## src/hw/rtl/hsv_to_rgb_converter_core_defines.svh

```systemverilog
// Assertion macros used by the converter's top-level RTL file.
`ifndef HSV_TO_RGB_CONVERTER_CORE_DEFINES_SVH
`define HSV_TO_RGB_CONVERTER_CORE_DEFINES_SVH

// Same-cycle implication, disabled while reset is applied.
`define HSV2RGB_ASSERT_NOW(label, clk, rst_n, ante, cons, msg) \
  label: assert property (@(posedge clk) disable iff (!rst_n) (ante) |-> (cons)) \
    else $error(msg);

// Next-cycle implication, disabled while reset is applied.
`define HSV2RGB_ASSERT_NEXT(label, clk, rst_n, ante, cons, msg) \
  label: assert property (@(posedge clk) disable iff (!rst_n) (ante) |=> (cons)) \
    else $error(msg);

`endif

```

## src/hw/rtl/hsv2rgb_pkg.sv

```systemverilog
package hsv2rgb_pkg;

  // Default number of fraction bits in every fixed-point field.
  localparam int FRAC_BITS_DEF = 16;

  // Colour wheel sector, the integer part of hue * 6.
  typedef enum logic [2:0] {
    SEC_RED_TO_YELLOW     = 3'd0,
    SEC_YELLOW_TO_GREEN   = 3'd1,
    SEC_GREEN_TO_CYAN     = 3'd2,
    SEC_CYAN_TO_BLUE      = 3'd3,
    SEC_BLUE_TO_MAGENTA   = 3'd4,
    SEC_MAGENTA_TO_RED    = 3'd5
  } sector_t;

endpackage

```

## src/hw/rtl/hsv2rgb_hsv_if.sv

```systemverilog
interface hsv2rgb_hsv_if #(
  parameter int FRAC_BITS = hsv2rgb_pkg::FRAC_BITS_DEF
);
  logic                 valid;
  logic                 ready;
  logic [FRAC_BITS-1:0] hue;
  logic [FRAC_BITS:0]   saturation;
  logic [FRAC_BITS+1:0] value;

  modport source (output valid, output hue, output saturation, output value, input ready);
  modport sink   (input valid, input hue, input saturation, input value, output ready);
endinterface

```

## src/hw/rtl/hsv2rgb_rgb_if.sv

```systemverilog
interface hsv2rgb_rgb_if #(
  parameter int FRAC_BITS = hsv2rgb_pkg::FRAC_BITS_DEF
);
  logic                 valid;
  logic                 ready;
  logic [FRAC_BITS+1:0] red;
  logic [FRAC_BITS+1:0] green;
  logic [FRAC_BITS+1:0] blue;

  modport source (output valid, output red, output green, output blue, input ready);
  modport sink   (input valid, input red, input green, input blue, output ready);
endinterface

```

## src/hw/rtl/hsv2rgb_sector.sv

```systemverilog
module hsv2rgb_sector #(
  parameter int FRAC_BITS = hsv2rgb_pkg::FRAC_BITS_DEF
) (
  input  logic                 clk,
  input  logic                 adv,
  input  logic [FRAC_BITS-1:0] hue,
  output hsv2rgb_pkg::sector_t sector_r,
  output logic [FRAC_BITS-1:0] frac_r,
  output logic [FRAC_BITS:0]   frac_c_r
);
  import hsv2rgb_pkg::*;

  localparam int HW = FRAC_BITS + 3;
  localparam logic [FRAC_BITS:0] ONE = {1'b1, {FRAC_BITS{1'b0}}};

  logic [HW-1:0]        hue_x;
  logic [HW-1:0]        h6;
  sector_t              sector_nxt;
  logic [FRAC_BITS-1:0] frac_nxt;
  logic [FRAC_BITS:0]   frac_c_nxt;

  // hue * 6 as (hue << 2) + (hue << 1).
  assign hue_x      = {3'b000, hue};
  assign h6         = (hue_x << 2) + (hue_x << 1);
  assign sector_nxt = sector_t'(h6[HW-1:FRAC_BITS]);
  assign frac_nxt   = h6[FRAC_BITS-1:0];
  assign frac_c_nxt = ONE - {1'b0, frac_nxt};

  always_ff @(posedge clk) begin
    if (adv) begin
      sector_r <= sector_nxt;
      frac_r   <= frac_nxt;
      frac_c_r <= frac_c_nxt;
    end
  end

endmodule

```

## src/hw/rtl/hsv2rgb_level.sv

```systemverilog
module hsv2rgb_level #(
  parameter int FRAC_BITS = hsv2rgb_pkg::FRAC_BITS_DEF
) (
  input  logic                 clk,
  input  logic [2:0]           adv,
  input  logic [FRAC_BITS:0]   sat,
  input  logic [FRAC_BITS:0]   x,
  input  logic [FRAC_BITS+1:0] val,
  output logic [FRAC_BITS+1:0] lvl_r
);
  import hsv2rgb_pkg::*;

  localparam int SPW = 2 * FRAC_BITS + 2;
  localparam int VPW = 2 * FRAC_BITS + 3;
  localparam logic [FRAC_BITS:0] ONE = {1'b1, {FRAC_BITS{1'b0}}};

  logic [SPW-1:0]       sx_prod;
  logic [FRAC_BITS:0]   sx_nxt;
  logic [FRAC_BITS:0]   sx_r;
  logic [FRAC_BITS:0]   fac_nxt;
  logic [FRAC_BITS:0]   fac_r;
  logic [VPW-1:0]       v_prod;
  logic [FRAC_BITS+1:0] lvl_nxt;

  // S * x, truncated back to the fraction scale.
  assign sx_prod = {{(FRAC_BITS+1){1'b0}}, sat} * {{(FRAC_BITS+1){1'b0}}, x};
  assign sx_nxt  = sx_prod[2*FRAC_BITS:FRAC_BITS];

  // A factor of zero or below gives a level of zero.
  assign fac_nxt = (sx_r >= ONE) ? '0 : (ONE - sx_r);

  assign v_prod  = {{(FRAC_BITS+1){1'b0}}, val} * {{(FRAC_BITS+2){1'b0}}, fac_r};
  assign lvl_nxt = v_prod[2*FRAC_BITS+1:FRAC_BITS];

  always_ff @(posedge clk) begin
    if (adv[0]) begin
      sx_r <= sx_nxt;
    end
    if (adv[1]) begin
      fac_r <= fac_nxt;
    end
    if (adv[2]) begin
      lvl_r <= lvl_nxt;
    end
  end

endmodule

```

## src/hw/rtl/hsv2rgb_route.sv

```systemverilog
module hsv2rgb_route #(
  parameter int FRAC_BITS = hsv2rgb_pkg::FRAC_BITS_DEF
) (
  input  logic                 clk,
  input  logic                 adv,
  input  logic                 hdr_mode,
  input  logic                 s_zero,
  input  hsv2rgb_pkg::sector_t sector,
  input  logic [FRAC_BITS+1:0] val,
  input  logic [FRAC_BITS+1:0] lvl_p,
  input  logic [FRAC_BITS+1:0] lvl_q,
  input  logic [FRAC_BITS+1:0] lvl_t,
  output logic [FRAC_BITS+1:0] red_r,
  output logic [FRAC_BITS+1:0] green_r,
  output logic [FRAC_BITS+1:0] blue_r
);
  import hsv2rgb_pkg::*;

  localparam logic [FRAC_BITS+1:0] ONE = {2'b01, {FRAC_BITS{1'b0}}};

  logic [FRAC_BITS+1:0] r_sel, g_sel, b_sel;
  logic [FRAC_BITS+1:0] red_nxt, green_nxt, blue_nxt;
  logic                 clamp_en;

  always_comb begin
    unique case (sector)
      SEC_RED_TO_YELLOW:   begin r_sel = val;   g_sel = lvl_t; b_sel = lvl_p; end
      SEC_YELLOW_TO_GREEN: begin r_sel = lvl_q; g_sel = val;   b_sel = lvl_p; end
      SEC_GREEN_TO_CYAN:   begin r_sel = lvl_p; g_sel = val;   b_sel = lvl_t; end
      SEC_CYAN_TO_BLUE:    begin r_sel = lvl_p; g_sel = lvl_q; b_sel = val;   end
      SEC_BLUE_TO_MAGENTA: begin r_sel = lvl_t; g_sel = lvl_p; b_sel = val;   end
      default:             begin r_sel = val;   g_sel = lvl_p; b_sel = lvl_q; end
    endcase
  end

  // Grey pixels pass unclamped; all levels already equal the value there.
  assign clamp_en  = !hdr_mode && !s_zero;
  assign red_nxt   = (clamp_en && (r_sel > ONE)) ? ONE : r_sel;
  assign green_nxt = (clamp_en && (g_sel > ONE)) ? ONE : g_sel;
  assign blue_nxt  = (clamp_en && (b_sel > ONE)) ? ONE : b_sel;

  always_ff @(posedge clk) begin
    if (adv) begin
      red_r   <= red_nxt;
      green_r <= green_nxt;
      blue_r  <= blue_nxt;
    end
  end

endmodule

```

## src/hw/rtl/hsv_to_rgb_converter_core.sv

```systemverilog
// HSV to RGB pixel converter. Hue is a fraction of a turn (FRAC_BITS bits),
// saturation has one integer bit and value two, and red, green and blue come
// out in the same format as value. The block takes one item in every clock
// cycle while its first stage is free to advance, and each item passes
// through five register stages (hue split, S times fraction, factor, V
// times factor, routing and clamp). Each stage holds its item only while
// its successor is full and stalled, so a stall on the output fills bubbles
// before it stops the input. When hdr_mode is clear, each channel is
// clamped to 1.0; grey pixels (zero saturation) always pass the value
// through unchanged. hdr_mode is written through cfg_wr_en and cfg_wr_data
// and should only change while no item is in flight.
module hsv_to_rgb_converter_core #(
  parameter int FRAC_BITS = hsv2rgb_pkg::FRAC_BITS_DEF
) (
  input  logic             clk,
  input  logic             rst_n,
  hsv2rgb_hsv_if.sink      in_pix,
  hsv2rgb_rgb_if.source    out_pix,
  input  logic             cfg_wr_en,
  input  logic             cfg_wr_data
);
  import hsv2rgb_pkg::*;

`include "hsv_to_rgb_converter_core_defines.svh"

  localparam int NSTAGE = 5;
  localparam logic [FRAC_BITS:0]   ONE_S = {1'b1, {FRAC_BITS{1'b0}}};
  localparam logic [FRAC_BITS+1:0] ONE_V = {2'b01, {FRAC_BITS{1'b0}}};

  // Stage control: a valid bit per stage and the advance enables.
  logic [NSTAGE-1:0] vld_r;
  logic [NSTAGE-1:0] vld_nxt;
  logic [NSTAGE-1:0] adv;
  logic              hdr_mode_r;

  // Side band that travels with each item.
  logic [FRAC_BITS:0]   sat1_r;
  logic [FRAC_BITS+1:0] val_r [4];
  logic                 szero_r [4];
  sector_t              sec0_r;
  sector_t              sec_r [1:3];

  logic [FRAC_BITS-1:0] frac1;
  logic [FRAC_BITS:0]   frac_c1;
  logic [FRAC_BITS+1:0] lvl_p, lvl_q, lvl_t;

  // A stage moves on when it is empty or its successor moves on.
  always_comb begin
    adv[NSTAGE-1] = !vld_r[NSTAGE-1] || out_pix.ready;
    for (int k = NSTAGE - 2; k >= 0; k--) begin
      adv[k] = !vld_r[k] || adv[k+1];
    end
  end

  always_comb begin
    vld_nxt = vld_r;
    if (adv[0]) begin
      vld_nxt[0] = in_pix.valid;
    end
    for (int k = 1; k < NSTAGE; k++) begin
      if (adv[k]) begin
        vld_nxt[k] = vld_r[k-1];
      end
    end
  end

  always_ff @(posedge clk) begin
    if (!rst_n) begin
      vld_r      <= '0;
      hdr_mode_r <= 1'b0;
    end else begin
      vld_r <= vld_nxt;
      if (cfg_wr_en) begin
        hdr_mode_r <= cfg_wr_data;
      end
    end
  end

  // Side-band delay line; index k holds the item of stage k + 1.
  always_ff @(posedge clk) begin
    if (adv[0]) begin
      sat1_r     <= in_pix.saturation;
      val_r[0]   <= in_pix.value;
      szero_r[0] <= (in_pix.saturation == '0);
    end
    for (int k = 1; k < 4; k++) begin
      if (adv[k]) begin
        val_r[k]   <= val_r[k-1];
        szero_r[k] <= szero_r[k-1];
      end
    end
    if (adv[1]) begin
      sec_r[1] <= sec0_r;
    end
    for (int k = 2; k < 4; k++) begin
      if (adv[k]) begin
        sec_r[k] <= sec_r[k-1];
      end
    end
  end

  hsv2rgb_sector #(.FRAC_BITS(FRAC_BITS)) u_sector (
    .clk      (clk),
    .adv      (adv[0]),
    .hue      (in_pix.hue),
    .sector_r (sec0_r),
    .frac_r   (frac1),
    .frac_c_r (frac_c1)
  );

  // p = V*(1-S), q = V*(1-S*f), t = V*(1-S*(1-f)).
  hsv2rgb_level #(.FRAC_BITS(FRAC_BITS)) u_level_p (
    .clk   (clk),
    .adv   (adv[3:1]),
    .sat   (sat1_r),
    .x     (ONE_S),
    .val   (val_r[2]),
    .lvl_r (lvl_p)
  );

  hsv2rgb_level #(.FRAC_BITS(FRAC_BITS)) u_level_q (
    .clk   (clk),
    .adv   (adv[3:1]),
    .sat   (sat1_r),
    .x     ({1'b0, frac1}),
    .val   (val_r[2]),
    .lvl_r (lvl_q)
  );

  hsv2rgb_level #(.FRAC_BITS(FRAC_BITS)) u_level_t (
    .clk   (clk),
    .adv   (adv[3:1]),
    .sat   (sat1_r),
    .x     (frac_c1),
    .val   (val_r[2]),
    .lvl_r (lvl_t)
  );

  hsv2rgb_route #(.FRAC_BITS(FRAC_BITS)) u_route (
    .clk      (clk),
    .adv      (adv[4]),
    .hdr_mode (hdr_mode_r),
    .s_zero   (szero_r[3]),
    .sector   (sec_r[3]),
    .val      (val_r[3]),
    .lvl_p    (lvl_p),
    .lvl_q    (lvl_q),
    .lvl_t    (lvl_t),
    .red_r    (out_pix.red),
    .green_r  (out_pix.green),
    .blue_r   (out_pix.blue)
  );

  assign in_pix.ready  = adv[0];
  assign out_pix.valid = vld_r[NSTAGE-1];

  // An accepted item must occupy the first stage in the next cycle.
  `HSV2RGB_ASSERT_NEXT(a_accept_fills, clk, rst_n, in_pix.valid && in_pix.ready, vld_r[0], "accepted item lost at stage one")
  // With every stage full and the output stalled, nothing may enter.
  `HSV2RGB_ASSERT_NOW(a_full_blocks, clk, rst_n, (&vld_r) && !out_pix.ready, !in_pix.ready, "input taken while pipeline full and stalled")
  // Without hdr mode only grey pixels may exceed 1.0.
  `HSV2RGB_ASSERT_NOW(a_clamp, clk, rst_n, out_pix.valid && !hdr_mode_r, (out_pix.red <= ONE_V && out_pix.green <= ONE_V && out_pix.blue <= ONE_V) || (out_pix.red == out_pix.green && out_pix.green == out_pix.blue), "channel above 1.0 with hdr mode clear")

endmodule

```

## src/flat_wrapper.sv

```systemverilog
// flat-port wrapper written by rule: the top's interface ports become plain ports
module hsv_to_rgb_converter_core_flat import hsv2rgb_pkg::*;
#(
  parameter int FRAC_BITS = hsv2rgb_pkg::FRAC_BITS_DEF
)
  (clk, rst_n, cfg_wr_en, cfg_wr_data, in_pix_valid, in_pix_hue, in_pix_saturation, in_pix_value, in_pix_ready, out_pix_valid, out_pix_red, out_pix_green, out_pix_blue, out_pix_ready);
  hsv2rgb_hsv_if #(.FRAC_BITS(FRAC_BITS)) in_pix_i ();
  hsv2rgb_rgb_if #(.FRAC_BITS(FRAC_BITS)) out_pix_i ();
  input  logic clk;
  input  logic rst_n;
  input  logic cfg_wr_en;
  input  logic cfg_wr_data;
  input wire logic [$bits(in_pix_i.valid)-1:0] in_pix_valid;
  input wire logic [$bits(in_pix_i.hue)-1:0] in_pix_hue;
  input wire logic [$bits(in_pix_i.saturation)-1:0] in_pix_saturation;
  input wire logic [$bits(in_pix_i.value)-1:0] in_pix_value;
  output wire logic [$bits(in_pix_i.ready)-1:0] in_pix_ready;
  output wire logic [$bits(out_pix_i.valid)-1:0] out_pix_valid;
  output wire logic [$bits(out_pix_i.red)-1:0] out_pix_red;
  output wire logic [$bits(out_pix_i.green)-1:0] out_pix_green;
  output wire logic [$bits(out_pix_i.blue)-1:0] out_pix_blue;
  input wire logic [$bits(out_pix_i.ready)-1:0] out_pix_ready;
  assign in_pix_i.valid = in_pix_valid;
  assign in_pix_i.hue = in_pix_hue;
  assign in_pix_i.saturation = in_pix_saturation;
  assign in_pix_i.value = in_pix_value;
  assign in_pix_ready = in_pix_i.ready;
  assign out_pix_valid = out_pix_i.valid;
  assign out_pix_red = out_pix_i.red;
  assign out_pix_green = out_pix_i.green;
  assign out_pix_blue = out_pix_i.blue;
  assign out_pix_i.ready = out_pix_ready;
  hsv_to_rgb_converter_core #(.FRAC_BITS(FRAC_BITS)) u_core (.clk(clk), .rst_n(rst_n), .in_pix(in_pix_i), .out_pix(out_pix_i), .cfg_wr_en(cfg_wr_en), .cfg_wr_data(cfg_wr_data));
endmodule
```

## config.mk

```make
export PLATFORM = sky130hd
export DESIGN_NAME = hsv_to_rgb_converter_core_flat
export DESIGN_NICKNAME = d
export VERILOG_FILES = /design/src/hw/rtl/hsv2rgb_pkg.sv /design/src/hw/rtl/hsv2rgb_hsv_if.sv /design/src/hw/rtl/hsv2rgb_rgb_if.sv /design/src/hw/rtl/hsv2rgb_sector.sv /design/src/hw/rtl/hsv2rgb_level.sv /design/src/hw/rtl/hsv2rgb_route.sv /design/src/hw/rtl/hsv_to_rgb_converter_core.sv /design/src/flat_wrapper.sv
export VERILOG_INCLUDE_DIRS = /design/src /design/src/hw/rtl
export SDC_FILE = /design/constraint.sdc
export NUM_CORES = 2
export LEC_CHECK = 0
export BUFFER_PORTS_ARGS = -buffer_cell sky130_fd_sc_hd__buf_2
export CORE_MARGIN = 4
export CORE_UTILIZATION = 50
export CTS_BUF_LIST = sky130_fd_sc_hd__clkbuf_8
export DETAILED_ROUTE_END_ITERATION = 8
export GPL_TIMING_DRIVEN = 0
export PLACE_DENSITY = 0.66
export RECOVER_POWER = 25
export SYNTH_ARGS = -nofsm -noshare
export SYNTH_HDL_FRONTEND = slang
export SYNTH_SLANG_ARGS = --single-unit
export TNS_END_PERCENT = 5
```

## constraint.sdc

```tcl
create_clock -name clk -period 19.3 [get_ports clk]
set_input_delay 2.895 -clock clk [delete_from_list [all_inputs] [get_ports clk]]
set_output_delay 2.895 -clock clk [all_outputs]
set_load 0.05 [all_outputs]
```

==> metrics.md <==
| Metric | Value |
|---|---|
| Status | `completed` |
| Final Setup Violations | `0` |
| NumNets Final | `between 8000 and 9000` |
| Clk buf depth | `3` |
| CP arrival | `between 8000 and 9000 ps` |
| Antenna viol nets, final | `0` |
| RSZ-0062 raised after global routing | `false` |
| DRC violations left | `0` |
| Die ar. | `~130000 µm²` |
| Global-route wire length before repair | `about 280 mm` |
| Crit end category | `flip-flop` |
| Most frequent cells after synthesis | `1395 x inv_1, 1108 x fa_1, 835 x nand2_1` |
| Post-Syn Area | `between 60000 and 70000 µm²` |
| Total GRT Usage | `0.290` |
| Worst-path clk slew | `60 ps` |
| Initial antenna violation count | `5` |
| Rows | `around 130` |
| Met1 usage | `0.355` |
| Die height | `around 360 µm` |
| Tmin final | `between 8000 and 9000 ps` |
| Slowest-stage cell, CP | `clkbuf_1` |
| Fin. max-slew vios | `0` |
| EDFF count, synth | `approximately 350` |
| Post-route clock period utilization | `0.441` |
| Total gr overflow | `0` |
| Pre-CTS setup slack | `around 11000 ps` |
| Post-CTS Setup Inserts | `0` |
| Clk_skew | `49.1 ps` |
| PortBufs | `112` |
| Insertion delay to the later sink of the worst-skew pair | `~700 ps` |
| Hold Path Depth | `0` |
| CTS tree | `yes` |
| Initial DRC Count | `~3000` |
| Most numerous cell on the critical path | `fa_1` |
| Post-Synthesis Cells | `between 6000 and 7000` |
| Count leader, synth | `inv_1` |
| Top_reg_cell synth | `edfxtp_1` |
| Final TNS setup | `0 ps` |
| # clock sinks | `351` |
| Post-synth net total | `7989` |
| Max_cap viols | `0` |
| Critical path required time | `19710 ps` |
| Core area | `between 100000 and 150000 µm²` |
| Syn avg cell area | `a little under 10 µm²` |
| Met2 Use GR | `0.487` |
| Synthesis Warnings | `0` |
| Area of the multi-input gates | `around 44000 µm²` |
| Vias in the first global route | `~47000` |
| DP Wirelength | `between 150 and 200 mm` |
| Area grow syn2layout | `6.57%` |
| Layout cells sized above 1 | `0.0383` |
| I/O Pins | `about 110` |
| DR WL/cell | `between 20 and 25 µm` |
| Register Area | `between 10000 and 15000 µm²` |
| Max-slew headroom | `0.237` |
| Filler cells | `around 11000` |
| CTS H-tree depth | `2` |
| Hold Slack | `between 400 and 500 ps` |
| Post-synthesis sequential area ratio | `0.173` |
| Routed vias/inst | `~5.4` |
| Distinct cells, synth | `74` |
| Worst hold path class | `flip-flop to flip-flop` |
| Largest net degree at the start of global routing | `64` |
| Cell taking the most area after synthesis | `fa_1` |
| Worst R2R Path Depth | `22` |
| Worst Tran Pin Value | `1140 ps` |
| CTS resizes | `0` |
| Root buffer cell | `clkbuf_8` |
| Placer's final routability congestion estimate | `~0.97` |
| Final setup margin | `between 10000 and 15000 ps` |
| Fmax | `between 100 and 150 MHz` |
| Startpoint Class | `flip-flop` |
| Met3 Track Usage GR | `0.0473` |
| CP cell instances | `clkbuf_1, clkbuf_1, nand2_1, fa_1, fa_1, inv_1, fa_1, fa_1, fa_1, inv_1, fa_1, inv_1, ha_1, nand3_1, or4_1, a311o_1, a21oi_2, o2111ai_2, a21oi_1, o21a_1, nor2_1, xnor2_1` |
| Fin. Hold Viols | `0` |
| Most used routing layer | `met2` |
| Async S/R FF share, synth | `0` |
| Router iterations before antenna repair | `5` |
| TritonCTS Buffers | `between 60 and 70` |
| Final WL | `180 mm` |
| Initial Util | `0.504` |
| Vias post-DR | `between 40000 and 50000` |
| Die Span X | `356 µm` |
| CP peak stage delay | `890 ps` |
| Fin util | `0.537` |
| Crit path kind | `flip-flop to flip-flop` |
| CTS Hold Bufs | `0` |
| Worst-path fanout max | `10` |
| Top post-synthesis cells by area | `fa_1 37%, edfxtp_1 17%, ha_1 11%` |
| Synth top area share | `0.367` |
| Register bit total from synthesis | `approximately 350` |
-- area by class of cell --
| type | instances | share of cell area |
|---|---|---|
| repair buffers | 117 | 0.0104 |
| multi-input cells | 4237 | 0.677 |
| diodes | 2 | 0.0000777 |
| flip-flops and latches | 351 | 0.163 |
| clock inverters | 42 | 0.00544 |
| inverters | 1395 | 0.0814 |
| well taps | 1612 | 0.0313 |
| plain buffers | 291 | 0.0173 |
| clock buffers | 67 | 0.0143 |
-- kinds of logic after synthesis --
logic type               Yosys count  synth area share
AND/OR/NAND/NOR                 1906             0.155
buffers and inverters           1686             0.105
AO/OA/AOI/OAI                    410            0.0446
multiplexers                     104            0.0175
flip-flops                       351             0.173
XOR/XNOR                         159            0.0231
adder cells (fa/ha/maj)         1658             0.481
-- worst paths after layout --
kind	start	endpoint	slack, ps
max reg2reg	u_core.val_r[2][17]	u_core.u_level_q.lvl_r[14]	10780
min reg2reg	u_core.val_r[0][6]	u_core.val_r[1][6]	420
max	u_core.val_r[2][17]	u_core.u_level_q.lvl_r[14]	10780
min	u_core.val_r[0][6]	u_core.val_r[1][6]	420
-- per-stage QoR --
step                std cells  cell area (µm²)
global placement         7998            63000
CTS                      8112            64400
detailed placement       8003            63200
global route             8113            64400
floorplan                6274            60400
finish                   8114            64400
-- sequential cells by signal (all words and copies together), names as in the netlist, 9 cells and up --
signal                    count
u_core.u_route.green_r       18
u_core.u_route.red_r         18
u_core.sat1_r                17
u_core.val_r                 72
u_core.u_level_t.lvl_r       18
u_core.u_sector.frac_r       15
u_core.u_route.blue_r        18
u_core.u_sector.frac_c_r     15
u_core.u_level_p.lvl_r       18
u_core.u_level_p.sx_r        17
u_core.sec_r                  9
u_core.u_level_t.sx_r        17
u_core.u_level_q.fac_r       17
u_core.u_level_q.lvl_r       18
u_core.u_level_q.sx_r        17
u_core.u_level_p.fac_r       17
u_core.u_level_t.fac_r       17
-- metal layers --
metal	part of all wire	routed length, µm
met1	0.38	68100
met2	0.47	85200
met3	0.074	13400
met4	0.074	13400
met5	0.000083	15
-- layout by cell type, fill, tap and decap left out, drive strengths merged, types with 11 or more instances in the layout --
cell type  count
o21ai         76
nand2        835
nor2         180
nor4          24
nor3          49
edfxtp       345
nand3         19
and3          17
mux2          12
o211ai        18
ha           550
a21o          56
o22ai         16
and2         672
or2           11
xor2          60
clkinv        16
fa          1108
a31oi         11
nand4         20
xnor2         99
clkbuf       350
a21oi        123
nor2b         17
inv         1411
o21a          20
a211oi        14
mux2i         92
buf          125
nand2b        35
-- worst max-delay path: cells and delay by family (launching register included) --
kind | cells | cell delay (ps)
fa+ha+maj | 7 | 3490
buf+inv | 5 | 1470
compound gates | 5 | 1410
simple gates | 4 | 1000
flops | 1 | 740
xor+xnor | 1 | 120
Power is not shown: default switching activity piles up to over one toggle a cycle in this logic, so the estimate is an artifact.
